<file path="src/sv/sync_frame_receiver_crc16_defines.svh">
// Assertion macros for the sync frame receiver
// Used by the top level only; no other dependencies
`ifndef SYNC_FRAME_RECEIVER_CRC16_DEFINES_SVH
`define SYNC_FRAME_RECEIVER_CRC16_DEFINES_SVH

`ifndef SYNTHESIS
// property checked on every rising clock edge outside reset
`define SFR_ASSERT(lbl, prop) \
    lbl: assert property (@(posedge i_clk) disable iff (!i_rst_n) prop) \
    else $error("sfr assertion failed");
// same, with a caller supplied message
`define SFR_ASSERT_MSG(lbl, prop, msg) \
    lbl: assert property (@(posedge i_clk) disable iff (!i_rst_n) prop) \
    else $error(msg);
`else
`define SFR_ASSERT(lbl, prop)
`define SFR_ASSERT_MSG(lbl, prop, msg)
`endif

`endif

</file>
<file path="src/sv/sfr_pkg.sv">
// Shared constants, types and the crc byte update for the sync frame receiver
// No dependencies
package sfr_pkg;

    localparam int PAYLOAD_WORDS = 14;
    // word address width, at least one bit
    localparam int WA_W = (PAYLOAD_WORDS > 1) ? $clog2(PAYLOAD_WORDS) : 1;
    localparam int IDX_W = 5;
    localparam logic [WA_W-1:0] LAST_WORD = WA_W'(PAYLOAD_WORDS - 1);

    localparam logic [7:0] SYNC_A = 8'h3E;
    localparam logic [7:0] SYNC_B = 8'h2A;
    localparam logic [15:0] CRC_INIT = 16'h00FF;

    // controller to datapath
    typedef struct packed {
        logic desc_load;
        logic pay_take;
        logic crc_lo_load;
        logic err_load;
        logic emit_clr;
        logic rd_word;
        logic emit_inc;
    } t_cmd;

    // datapath to controller
    typedef struct packed {
        logic sync_a;
        logic sync_b;
        logic word_end;
        logic crc_match;
        logic out_last;
    } t_status;

    // reflected ccitt byte update
    function automatic logic [15:0] crc_byte(input logic [15:0] crc, input logic [7:0] b);
        logic [7:0] t;
        logic [15:0] r;
        t = b ^ crc[7:0];
        t = t ^ {t[3:0], 4'b0000};
        r = {t, crc[15:8]};
        r = r ^ {12'b0, t[7:4]};
        r = r ^ {5'b0, t, 3'b000};
        return r;
    endfunction

endpackage

</file>
<file path="src/sv/sfr_ctrl.sv">
// Frame phase state machine for the sync frame receiver
// Depends on sfr_pkg for the command and status structs
module sfr_ctrl (
    input  logic           i_clk,
    input  logic           i_rst_n,
    input  logic           i_rx_valid,
    output logic           o_rx_ready,
    output logic           o_res_valid,
    input  logic           i_res_ready,
    input  sfr_pkg::t_status i_status,
    output sfr_pkg::t_cmd  o_cmd
);

    localparam logic [3:0] S_HUNT0 = 4'd0;
    localparam logic [3:0] S_HUNT1 = 4'd1;
    localparam logic [3:0] S_HUNT2 = 4'd2;
    localparam logic [3:0] S_DESC  = 4'd3;
    localparam logic [3:0] S_PAY   = 4'd4;
    localparam logic [3:0] S_CRCLO = 4'd5;
    localparam logic [3:0] S_CRCHI = 4'd6;
    localparam logic [3:0] S_RD    = 4'd7;
    localparam logic [3:0] S_WAIT  = 4'd8;

    logic [3:0] r_state;
    logic [3:0] n_state;
    logic       acc;

    assign o_rx_ready  = (r_state < S_RD);
    assign o_res_valid = (r_state == S_WAIT);
    assign acc         = i_rx_valid && o_rx_ready;

    always_comb begin
        n_state = r_state;
        o_cmd   = '0;
        unique case (r_state)
            S_HUNT0: begin
                if (acc) n_state = i_status.sync_a ? S_HUNT1 : S_HUNT0;
            end
            S_HUNT1: begin
                if (acc) n_state = i_status.sync_b ? S_HUNT2 : S_HUNT0;
            end
            S_HUNT2: begin
                if (acc) n_state = i_status.sync_a ? S_DESC : S_HUNT0;
            end
            S_DESC: begin
                if (acc) begin
                    o_cmd.desc_load = 1'b1;
                    n_state = S_PAY;
                end
            end
            S_PAY: begin
                if (acc) begin
                    o_cmd.pay_take = 1'b1;
                    if (i_status.word_end) n_state = S_CRCLO;
                end
            end
            S_CRCLO: begin
                if (acc) begin
                    o_cmd.crc_lo_load = 1'b1;
                    n_state = S_CRCHI;
                end
            end
            S_CRCHI: begin
                if (acc) begin
                    if (i_status.crc_match) begin
                        o_cmd.emit_clr = 1'b1;
                        n_state = S_RD;
                    end else begin
                        o_cmd.err_load = 1'b1;
                        n_state = S_WAIT;
                    end
                end
            end
            S_RD: begin
                o_cmd.rd_word = 1'b1;
                n_state = S_WAIT;
            end
            S_WAIT: begin
                if (i_res_ready) begin
                    if (i_status.out_last) begin
                        n_state = S_HUNT0;
                    end else begin
                        o_cmd.emit_inc = 1'b1;
                        n_state = S_RD;
                    end
                end
            end
            default: begin
                n_state = S_HUNT0;
            end
        endcase
    end

    always_ff @(posedge i_clk) begin
        if (!i_rst_n) begin
            r_state <= S_HUNT0;
        end else begin
            r_state <= n_state;
        end
    end

endmodule

</file>
<file path="src/sv/sfr_datapath.sv">
// Datapath of the sync frame receiver: crc, payload memory, counters, result register
// Depends on sfr_pkg for constants, structs and the crc update
module sfr_datapath (
    input  logic                      i_clk,
    input  logic                      i_rst_n,
    input  logic [7:0]                i_rx_byte,
    input  sfr_pkg::t_cmd             i_cmd,
    output sfr_pkg::t_status          o_status,
    output logic signed [15:0]        o_payload_word,
    output logic [sfr_pkg::IDX_W-1:0] o_word_index,
    output logic [7:0]                o_frame_descriptor,
    output logic                      o_crc_ok,
    output logic                      o_last
);

    logic [15:0]              r_mem [sfr_pkg::PAYLOAD_WORDS];
    logic [15:0]              r_crc;
    logic [7:0]               r_desc;
    logic [7:0]               r_crc_lo;
    logic [7:0]               r_lo_byte;
    logic                     r_hi;
    logic [sfr_pkg::WA_W-1:0] r_wcnt;
    logic [sfr_pkg::WA_W-1:0] r_emit;
    logic [15:0]              r_out_word;
    logic [sfr_pkg::WA_W-1:0] r_out_idx;
    logic                     r_out_ok;
    logic                     r_out_last;

    assign o_status.sync_a    = (i_rx_byte == sfr_pkg::SYNC_A);
    assign o_status.sync_b    = (i_rx_byte == sfr_pkg::SYNC_B);
    assign o_status.word_end  = r_hi && (r_wcnt == sfr_pkg::LAST_WORD);
    assign o_status.crc_match = ({i_rx_byte, r_crc_lo} == r_crc);
    assign o_status.out_last  = r_out_last;

    assign o_payload_word     = r_out_word;
    assign o_word_index       = sfr_pkg::IDX_W'(r_out_idx);
    assign o_frame_descriptor = r_desc;
    assign o_crc_ok           = r_out_ok;
    assign o_last             = r_out_last;

    // payload memory: one word written per byte pair, read into the result register
    always_ff @(posedge i_clk) begin
        if (i_cmd.pay_take && r_hi) begin
            r_mem[r_wcnt] <= {i_rx_byte, r_lo_byte};
        end
        if (i_cmd.rd_word) begin
            r_out_word <= r_mem[r_emit];
        end else if (i_cmd.err_load) begin
            r_out_word <= '0;
        end
    end

    always_ff @(posedge i_clk) begin
        if (i_cmd.pay_take && !r_hi) r_lo_byte <= i_rx_byte;
        if (i_cmd.crc_lo_load) r_crc_lo <= i_rx_byte;
        if (i_cmd.rd_word) begin
            r_out_idx  <= r_emit;
            r_out_ok   <= 1'b1;
            r_out_last <= (r_emit == sfr_pkg::LAST_WORD);
        end else if (i_cmd.err_load) begin
            r_out_idx  <= '0;
            r_out_ok   <= 1'b0;
            r_out_last <= 1'b1;
        end
    end

    always_ff @(posedge i_clk) begin
        if (!i_rst_n) begin
            r_crc  <= sfr_pkg::CRC_INIT;
            r_desc <= '0;
            r_hi   <= 1'b0;
            r_wcnt <= '0;
            r_emit <= '0;
        end else begin
            if (i_cmd.desc_load) begin
                r_desc <= i_rx_byte;
                r_crc  <= sfr_pkg::CRC_INIT;
                r_hi   <= 1'b0;
                r_wcnt <= '0;
            end else if (i_cmd.pay_take) begin
                r_crc <= sfr_pkg::crc_byte(r_crc, i_rx_byte);
                r_hi  <= !r_hi;
                if (r_hi) r_wcnt <= r_wcnt + 1'b1;
            end
            if (i_cmd.emit_clr) begin
                r_emit <= '0;
            end else if (i_cmd.emit_inc) begin
                r_emit <= r_emit + 1'b1;
            end
        end
    end

endmodule

</file>
<file path="src/sv/sync_frame_receiver_crc16.sv">
// Sync frame receiver: hunts for the '>' '*' '>' header, takes a descriptor byte,
// sfr_pkg::PAYLOAD_WORDS little-endian words and a little-endian crc-16 (reflected
// ccitt, init 0x00ff, over the payload bytes). A wrong sync byte drops back to the
// hunt without looking at that byte again. Received bytes are taken one per cycle
// while no frame is being delivered. After the last crc byte the receiver stops
// taking bytes while it delivers the frame: on a good crc one result per payload
// word, each read from the payload memory into the result register, with last
// on the final word; on a bad crc a single result with crc_ok low, a zero word
// and last set. Input ready returns in the cycle after the last result is taken.
// Depends on sfr_pkg, sfr_ctrl, sfr_datapath and the assertion macro header
`include "sync_frame_receiver_crc16_defines.svh"

module sync_frame_receiver_crc16 (
    input  logic                      i_clk,
    input  logic                      i_rst_n,
    input  logic [7:0]                i_rx_byte,
    input  logic                      i_rx_valid,
    output logic                      o_rx_ready,
    output logic signed [15:0]        o_payload_word,
    output logic [sfr_pkg::IDX_W-1:0] o_word_index,
    output logic [7:0]                o_frame_descriptor,
    output logic                      o_crc_ok,
    output logic                      o_last,
    output logic                      o_res_valid,
    input  logic                      i_res_ready
);

    sfr_pkg::t_cmd    cmd;
    sfr_pkg::t_status status;

    sfr_ctrl u_ctrl (
        .i_clk       (i_clk),
        .i_rst_n     (i_rst_n),
        .i_rx_valid  (i_rx_valid),
        .o_rx_ready  (o_rx_ready),
        .o_res_valid (o_res_valid),
        .i_res_ready (i_res_ready),
        .i_status    (status),
        .o_cmd       (cmd)
    );

    sfr_datapath u_dp (
        .i_clk              (i_clk),
        .i_rst_n            (i_rst_n),
        .i_rx_byte          (i_rx_byte),
        .i_cmd              (cmd),
        .o_status           (status),
        .o_payload_word     (o_payload_word),
        .o_word_index       (o_word_index),
        .o_frame_descriptor (o_frame_descriptor),
        .o_crc_ok           (o_crc_ok),
        .o_last             (o_last)
    );

    // reception and delivery never overlap
    `SFR_ASSERT(a_no_overlap, !(o_res_valid && o_rx_ready))
    // final result taken means the hunt restarts next cycle
    `SFR_ASSERT_MSG(a_hunt_after_last, o_res_valid && i_res_ready && o_last |=> o_rx_ready, "no hunt restart after last result")
    // an error result is a lone zero word
    `SFR_ASSERT_MSG(a_err_result, o_res_valid && !o_crc_ok |-> o_last && o_payload_word == 16'sd0 && o_word_index == '0, "malformed crc error result")

endmodule

</file>
<file path="config.mk">
export PLATFORM = sky130hd
export DESIGN_NAME = sync_frame_receiver_crc16
export DESIGN_NICKNAME = d
export VERILOG_FILES = /design/src/sv/sfr_pkg.sv /design/src/sv/sfr_ctrl.sv /design/src/sv/sfr_datapath.sv /design/src/sv/sync_frame_receiver_crc16.sv
export VERILOG_INCLUDE_DIRS = /design/src /design/src/sv
export SDC_FILE = /design/constraint.sdc
export NUM_CORES = 1
export LEC_CHECK = 0
export BUFFER_PORTS_ARGS = -buffer_cell sky130_fd_sc_hd__buf_2
export CAP_MARGIN = 20
export CORE_UTILIZATION = 55
export CTS_CLUSTER_DIAMETER = 50
export DETAILED_ROUTE_END_ITERATION = 10
export PLACE_DENSITY = 0.72
export SLEW_MARGIN = 10
export SYNTH_ARGS = -nofsm -noshare
export SYNTH_HDL_FRONTEND = slang
export SYNTH_SLANG_ARGS = --single-unit
</file>
<file path="constraint.sdc">
create_clock -name i_clk -period 3.8 [get_ports i_clk]
set_input_delay 0.19 -clock i_clk [delete_from_list [all_inputs] [get_ports i_clk]]
set_output_delay 0.19 -clock i_clk [all_outputs]
set_load 0.1 [all_outputs]
</file>
==> results of run 1 <==
-- cells by family after synthesis --
logic type	after synthesis	share of synthesized area [%]
DFF	303	71.9
and+or+nand+nor	134	5.88
muxes	90	14.3
xor gates and xnor gates	47	3.41
buffers and inverters	42	2.09
AOI/OAI and AO/OA	31	1.79
adders and majority gates	6	0.622
other	1	0.0310
-- what timing repair did --
action,CTS,global route
endpoints found under the hold margin,3,0
buffers inserted,0,0
endpoints found under the setup margin,0,0
hold buffers,2,0
-- tightest hold or removal path, stage by stage --
cell and delay [ns]:
buf_2 0.14, nand4b_1 0.15, a21oi_1 0.08
-- per-layer routing --
metal	share of wire (%)	wire [µm]	GRT usage [%]
met5	0	0	0
met3	6.5	1650	4.27
met4	1.8	447	6.46
met1	42	10600	32.6
met2	50	12500	38.1
-- synthesized netlist by cell type (all sizes together), types with 10 or more instances --
| library cell | instances |
|---|---|
| dfxtp | 42 |
| mux4 | 64 |
| mux2i | 10 |
| nand2 | 20 |
| buf | 19 |
| xnor2 | 36 |
| clkbuf | 16 |
| xor2 | 11 |
| mux2 | 16 |
| a21oi | 10 |
| edfxtp | 261 |
| nor2 | 48 |
| nand3 | 11 |
| and3 | 23 |
-- sequential cells by signal (all words and copies together), names as in the netlist, named ones only --
signal	cells
u_ctrl.r_state	4
u_dp.o_crc_ok	1
u_dp.o_frame_descriptor	8
u_dp.o_last	1
u_dp.o_payload_word	16
u_dp.r_crc	16
u_dp.r_crc_lo	8
u_dp.r_emit	4
u_dp.r_hi	1
u_dp.r_lo_byte	8
u_dp.r_mem	224
u_dp.r_out_idx	4
u_dp.r_wcnt	4
-- stage by stage --
step                cell area (µm²)  std cells  total power, mW  util (%)
CTS                           13700       1026             6.79      64.5
floorplan                     12100        654             3.70         -
global placement              12700        967             3.74      59.5
global route                  13800       1027             6.92      64.6
detailed placement            12700        967             3.74      59.5
finish                        13800       1027             6.74      64.6
-- report_power, final --
group / leakage [nW] / switching [mW] / internal, mW / total (mW)
clock: 0.507 / 1.21 / 1.86 / 3.07
sequential: 2.65 / 0.0000637 / 3.58 / 3.58
combinational: 1.33 / 0.0622 / 0.0259 / 0.0881
-- worst paths after layout --
check / slack [ns] / cells past startpoint / from / to
max reg2reg: 1.15 / 6 / u_ctrl.r_state[2]$_SDFFE_PN0P_ / u_dp.r_mem[8][7]$_DFFE_PP_
max: 1.15 / 6 / u_ctrl.r_state[2]$_SDFFE_PN0P_ / u_dp.r_mem[8][7]$_DFFE_PP_
min: 0.08 / 3 / i_rx_valid / u_ctrl.r_state[3]$_SDFFE_PN0P_
min reg2reg: 0.46 / 1 / u_dp.o_crc_ok$_SDFFE_PP1P_ / u_dp.o_crc_ok$_SDFFE_PP1P_
-- area by class of cell --
class | count | area [µm²] | share of cell area, %
Clock inverter | 17 | 219 | 1.59
Clock buffer | 40 | 820 | 5.96
Inverter | 7 | 26.3 | 0.191
Timing Repair Buffer | 76 | 500 | 3.64
Tap cell | 275 | 344 | 2.50
Sequential cell | 303 | 8680 | 63.1
Multi-Input combinational cell | 309 | 3170 | 23.0
==> impl_metrics.csv, run 1 <==
group,metric,value,unit
synth,async_flop_share,0,%
sta,timing.final.ws_setup,1.15,ns
sta,tns,0,ns
grt,antenna_found_initial,1,
cells_and_area,drive_above_1_share,26.5,%
cts,cts.sinks,303,
synth,syn_area_per_cell,18.5,µm²
synth,synth_fp_nets,672,
critical_path,cp_cell_sequence,"nor4b_2 > and2_1 > buf_4 > nand3_1 > nor2_1 > buf_4",
pwr,p_leak,4.49,nW
run_status,status,"finished clean",
synth,synth_area_leaders,"edfxtp_1 (65%), mux4_2 (12%), dfxtp_1 (7.0%), xnor2_1 (2.6%), nor2_1 (1.5%)",
synth,yosys.cell_types.count,48,
critical_path,crit_top_cell,"buf_4",
route,wl_per_cell,24.5,µm
sta,drv_slew,0,
route,postRouteAntennaNets,0,
cts,cts_resized,0,
sta,skew,0.0113,ns
cts,clock_latency,0.55,ns
cells_and_area,fill_cells,1426,
critical_path,arrival,2.85,ns
critical_path,cp_max_fo,25,
floorplanning,start_util,56.7,%
place,gp_congestion,0.827,
grt,grt_max_degree,29,
sta,whs,0.0794,ns
sta,finalCriticalPeriod,2.65,ns
floorplanning,num_rows,53,
cells_and_area,syn_to_final_growth,13.9,%
route,via_per_inst,6.07,
synth,syn-cell-area,12100,µm²
cells_and_area,mostFrequentLayoutCells,"edfxtp_1 (261), mux4_2 (62), nor2_1 (48)",
route,drt_wl_total,25.2,mm
critical_path,slowest_delay,0.57,ns
synth,synth_cells,654,
sta,relSlewSlack,26.0,%
pwr,irDropWorstVdd,311,µV
place,portBuffers,43,
sta,fmax,378,MHz
floorplanning,die_x,150,µm
critical_path,crit_required,4.00,ns
cts,cts_buffer_depth,3,
flow_run,maxCapViolations,0,
cts,htree_num_levels,1,
synth,yosys_warnings,0,
cells_and_area,final_common_cell,"edfxtp_1",
sta,rsz0062_at_grt,"false",
sta,setup_viol,0,
floorplanning,die_area,22600,µm²
pwr,power_per_cell_area,490,nW/µm²
synth,synth-edff-count,261,
grt,grt_use_total,23.4,%
synth,yosysTopAreaCell,"edfxtp_1",
floorplanning,die_y,150,µm
grt,grt_pass1_vias,6319,
place,hpwl,15.0,mm
sta,max_slew.worst_pin.slew,1.11,ns
route,drt_iter0_markers,570,
critical_path,path_class,"reg2reg",
floorplanning,ios,45,
min_path,hp-class,"in2reg",
critical_path,crit_slowest_cell,"dfxtp_1",
critical_path,crit_path_start_kind,"flip-flop",
route,drc_errors,0,
critical_path,path_delay_family,"simple AND/OR/NAND/NOR gates",
synth,ys_ff_latch,303,
place,dpl_worst_slack,1.03,ns
cells_and_area,nNetsFinal,746,
route,drtPass1Iterations,4,
cells_and_area,n_antenna_cell,0,
grt,grt_remaining_overflow,0,
synth,synth_top_area_share,64.9,%
critical_path,crit_buf_inv,2,
sta,finalHoldViolCount,0,
synth,synth_seq_area_share,71.9,%
grt,grt_pass1_wl,38.0,mm
cts,cts_tree,"yes",
cts,numCtsBuffers,31,
synth,synthFlopType,"edfxtp_1",
cts,clk_pin_slew,0.06,ns
cts,cts_root_buf,"clkbuf_16",
critical_path,crit_path_end_kind,"flip-flop",
sta,period_share,69.7,%
floorplanning,core-area,21300,µm²
route,vias,6232,
(Power assumes the default switching activity.)
==> run 2: changes to the inputs <==
Settings changed: PLACE_DENSITY 0.72 to 0.75.
Clock period 3.8 ns to 2.25 ns, I/O delays scaled along.
==> impl_metrics.csv, run 2 (same netlist as run 1, synthesis figures left out) <==
group,metric,value,unit
sta,relSlewSlack,64.3,%
sta,max_slew.worst_pin.slew,0.536,ns
sta,setup_viol,0,
sta,period_share,97.4,%
min_path,min_path_cells,2,
cells_and_area,multi_input_area,3190,µm²
cts,cts_tree,"yes",
critical_path,cp_max_fo,9,
critical_path,r2r_slack,0.06,ns
floorplanning,core-area,21300,µm²
cells_and_area,syn_to_final_growth,17.1,%
cells_and_area,final-seq-area,8680,µm²
place,portBuffers,43,
critical_path,r2r-end,"u_dp.o_payload_word[3]$_SDFFCE_PN0P_",
cells_and_area,nNetsFinal,770,
sta,finalHoldViolCount,0,
route,drt_wl_total,26.3,mm
cts,htree_num_levels,1,
cells_and_area,final_cells,1052,
sta,finalCriticalPeriod,2.19,ns
flow_run,maxCapViolations,0,
route,wl_per_cell,25.0,µm
min_path,hp-class,"in2reg",
sta,rsz0062_at_grt,"false",
cts,post-cts-setup-buffer-count,0,
sta,tns,0,ns
place,dpl_worst_slack,0.0635,ns
route,postRouteAntennaNets,0,
place,gp_congestion,0.849,
route,drtPass1Iterations,4,
pwr,p_leak,4.66,nW
place,hpwl,16.1,mm
route,drt_iter0_markers,525,
route,via_per_inst,6.09,
min_path,holdCritStartpoint,"i_rx_byte[3]",
grt,grt_pass1_vias,6628,
floorplanning,ios,45,
cts,cts_buffer_depth,3,
cells_and_area,n_antenna_cell,0,
floorplanning,die_x,150,µm
floorplanning,die_y,150,µm
critical_path,crit_required,2.54,ns
cts,clock_latency,0.56,ns
critical_path,r2r_cells,4,
grt,grt_pass1_wl,39.4,mm
pwr,power_per_cell_area,826,nW/µm²
floorplanning,start_util,56.7,%
grt,grt_use_total,24.2,%
floorplanning,num_rows,53,
place,dp.cells,990,
floorplanning,die_area,22600,µm²
route,vias,6404,
sta,drv_slew,0,
cells_and_area,mostFrequentLayoutCells,"edfxtp_1 (261), mux4_2 (62), nor2_1 (46)",
critical_path,arrival,2.48,ns
grt,grt_max_degree,49,
pwr,irDropWorstVdd,501,µV
cts,clk_pin_slew,0.06,ns
cells_and_area,drive_above_1_share,30.0,%
grt,grt_remaining_overflow,0,
cells_and_area,fill_cells,1318,
sta,timing.final.ws_setup,0.0592,ns
critical_path,path_class,"reg2reg",
min_path,whs_endpoint,"u_dp.r_lo_byte[3]$_DFFE_PP_",
sta,skew,0.0292,ns
run_status,status,"finished clean",
grt,antenna_found_initial,0,
cells_and_area,final_common_cell,"edfxtp_1",
cts,cts.sinks,303,
route,drc_errors,0,
cells_and_area,largest_reg_flops,224,
critical_path,crit_path_start_kind,"flip-flop",
pwr,finalPower,11.7,mW
cells_and_area,largest_register,"u_dp.r_mem",
cts,cts_root_buf,"clkbuf_16",
sta,fmax,456,MHz
critical_path,crit_path_end_kind,"flip-flop",
cts,numCtsBuffers,31,
-- run 2: repair_timing --
item                                    in CTS  in global routing
resized for setup                            1                  1
hold buffers                                 4                  0
endpoints found under the setup margin       1                  1
cloned                                       0                  0
pin swaps                                    0                  0
hold endpoints to repair                    19                  0
-- run 2: worst max-delay path by stage --
stage / slack, ns / depth (start not counted) / to
2_1_floorplan: 0.0008 / 5 / u_dp.r_mem[11][0]$_DFFE_PP_
3_3_place_gp: 0.14 / 4 / u_dp.o_payload_word[6]$_SDFFCE_PN0P_
3_5_place_dp: 0.06 / 4 / u_dp.o_payload_word[6]$_SDFFCE_PN0P_
4_1_cts: 0.007 / 5 / o_rx_ready
5_1_grt: 0.005 / 4 / u_dp.o_payload_word[6]$_SDFFCE_PN0P_
6_report: 0.06 / 4 / u_dp.o_payload_word[3]$_SDFFCE_PN0P_
-- run 2: critical path, stage by stage (launching register included) --
cell and delay [ns]:
dfxtp_4 0.48, buf_12 0.18, mux4_2 0.54, mux4_2 0.49, and3_1 0.21
-- run 2: power by group --
part           internal [mW]  total (mW)  switching, mW  leakage, nW
clock network           3.30        5.47           2.17        0.540
logic                 0.0544       0.170          0.116         1.47
registers               6.05        6.05      0.0000397         2.65
total                   9.40        11.7           2.28         4.66
-- run 2: metal layers --
metal  global-route usage (%)  share of wire, %  up-vias
met4                     7.73               1.8        0
li1                         -                 -     2772
met5                        0                 0        -
met2                     40.0                50      283
met1                     33.5                41     3307
met3                     3.48               6.9       42
-- run 2: final cells by class --
type / instances / share of cell area (%)
Clock buffer: 41 / 6.34
Clock inverter: 17 / 1.58
Inverter: 7 / 0.186
Multi-Input combinational cell: 309 / 22.6
Sequential cell: 303 / 61.4
Tap cell: 275 / 2.43
Timing Repair Buffer: 100 / 5.52
-- run 2: metrics by stage --
stage	instance area, µm²	utilization [%]	hold slack, ns
after floorplan	12100	-	0.211
after global placement	13000	61.0	0.405
after detailed placement	13000	61.0	0.413
after CTS	14100	66.5	0.0430
after global routing	14100	66.5	0.0612
final	14100	66.5	0.0609
==> run 3: changes to the inputs <==
Settings changed: REMOVE_ABC_BUFFERS set to 1.
==> impl_metrics.csv, run 3 (same netlist as run 1, synthesis figures left out) <==
group,metric,value,unit
run_status,status,"finished clean",
route,drc_errors,0,
sta,period_share,95.3,%
place,hpwl,15.3,mm
sta,finalHoldViolCount,0,
grt,grt_pass1_vias,6579,
grt,grt_use_total,23.7,%
sta,max_slew.worst_pin.slew,0.621,ns
critical_path,path_class,"reg2reg",
cells_and_area,mostFrequentLayoutCells,"edfxtp_1 (261), mux4_2 (62), nor2_1 (48)",
route,wl_per_cell,24.3,µm
floorplanning,core-area,21300,µm²
cts,cts.sinks,303,
critical_path,r2r_slack,0.11,ns
floorplanning,die_y,150,µm
sta,finalCriticalPeriod,2.14,ns
cells_and_area,n_antenna_cell,0,
grt,antenna_found_initial,0,
place,gp_congestion,0.827,
min_path,holdCritStartpoint,"i_rx_byte[7]",
cts,numCtsBuffers,30,
sta,whs,0.0363,ns
cts,htree_num_levels,1,
route,via_per_inst,6.08,
cells_and_area,largest_reg_flops,224,
cts,clock_latency,0.55,ns
pwr,finalPower,10.7,mW
critical_path,r2r-end,"u_dp.o_payload_word[0]$_SDFFCE_PN0P_",
route,drt_wl_total,25.4,mm
critical_path,crit_required,2.55,ns
floorplanning,die_area,22600,µm²
grt,grt_max_degree,49,
cells_and_area,utilization,65.1,%
cells_and_area,largest_register,"u_dp.r_mem",
floorplanning,die_x,150,µm
sta,drv_slew,0,
sta,relSlewSlack,58.4,%
cells_and_area,nNetsFinal,765,
route,drtPass1Iterations,5,
grt,grt_remaining_overflow,0,
grt,grt_pass1_wl,38.8,mm
floorplanning,ios,45,
sta,skew,0.0186,ns
cts,clk_pin_slew,0.06,ns
min_path,min_path_cells,1,
min_path,whs_endpoint,"u_dp.r_mem[6][15]$_DFFE_PP_",
pwr,p_leak,4.53,nW
critical_path,arrival,2.45,ns
cells_and_area,syn_to_final_growth,14.7,%
min_path,hp-class,"in2reg",
place,portBuffers,43,
critical_path,cp_max_fo,28,
floorplanning,num_rows,53,
sta,rsz0062_at_grt,"false",
cts,cts_tree,"yes",
flow_run,maxCapViolations,0,
pwr,power_per_cell_area,774,nW/µm²
cells_and_area,final_common_cell,"edfxtp_1",
pwr,irDropWorstVdd,463,µV
sta,setup_viol,0,
critical_path,r2r_cells,4,
route,postRouteAntennaNets,0,
critical_path,crit_path_end_kind,"flip-flop",
route,vias,6352,
critical_path,crit_path_start_kind,"flip-flop",
cells_and_area,drive_above_1_share,27.1,%
cts,cts_buffer_depth,3,
sta,fmax,467,MHz
floorplanning,start_util,56.7,%
cts,cts_root_buf,"clkbuf_16",
route,drt_iter0_markers,502,
==> run 3: cell count changes in the layout (fill, tap and decap cells not counted), moves of 3 or more <==
cell       previous run  this run
clkinv_2              3         0
inv_6                 3         0
clkinv_1              1        12
clkbuf_16            34        30
clkbuf_1              5         9
bufinv_16             4         1
==> run 3: layout make-up <==
| class | count | area, µm² |
|---|---|---|
| clock inverters | 16 | 108 |
| repair buffers | 96 | 746 |
| flip-flops and latches | 303 | 8680 |
| multi-input cells | 309 | 3170 |
| inverters | 7 | 26.3 |
| clock buffers | 39 | 785 |
| fillers | 1379 | 7430 |
| well taps | 275 | 344 |
==> run 3: per-stage QoR <==
step | cell area [µm²] | setup slack (ns) | instances | setup TNS [ns]
5_1_grt | 13900 | 0.0438 | 1045 | 0
6_report | 13900 | 0.107 | 1045 | 0
2_1_floorplan | 11900 | -1.75 | 619 | -163.61
4_1_cts | 13900 | 0.0879 | 1045 | 0
3_3_place_gp | 12900 | 0.155 | 988 | 0
3_5_place_dp | 12900 | 0.109 | 988 | 0
==> run 3: routing by layer <==
| layer | GRT usage, % | share of wire, % | up-vias |
|---|---|---|---|
| met4 | 6.67 | 2.2 | 0 |
| met2 | 41.8 | 53 | 241 |
| li1 | - | - | 2766 |
| met3 | 3.03 | 5.3 | 43 |
| met1 | 31.1 | 40 | 3302 |
| met5 | 0 | 0 | - |
==> run 3: repair_timing <==
| item | CTS | global route |
|---|---|---|
| setup endpoints to repair | 1 | 0 |
| hold buffers | 2 | 0 |
| endpoints found under the hold margin | 3 | 0 |
| setup buffers | 0 | 0 |
| gates resized for setup | 1 | 0 |
==> run 3: worst max-delay path: stages, from the launching register on <==
cell and delay, ns:
dfxtp_4 0.40, buf_12 0.24, mux4_1 0.59, mux4_2 0.46
and3_1 0.19
==> run 3: worst max path at each step <==
stage / startpoint / to / slack, ns / cells after the start
final: flip-flop / u_dp.o_payload_word[0]$_SDFFCE_PN0P_ / 0.11 / 4
after global routing: flip-flop / u_dp.o_payload_word[0]$_SDFFCE_PN0P_ / 0.04 / 4
after CTS: flip-flop / u_dp.o_payload_word[11]$_SDFFCE_PN0P_ / 0.09 / 4
after detailed placement: flip-flop / u_dp.o_payload_word[0]$_SDFFCE_PN0P_ / 0.11 / 4
after global placement: flip-flop / u_dp.o_payload_word[0]$_SDFFCE_PN0P_ / 0.16 / 4
after floorplan: flip-flop / u_dp.o_payload_word[0]$_SDFFCE_PN0P_ / -1.75 / 3
==> run 3: where the power goes <==
group	total [mW]	internal [mW]	switching [mW]
Clock	4.52	2.56	1.96
Combinational	0.156	0.0475	0.109
Sequential	6.05	6.05	0.0000260
Total	10.7	8.65	2.07
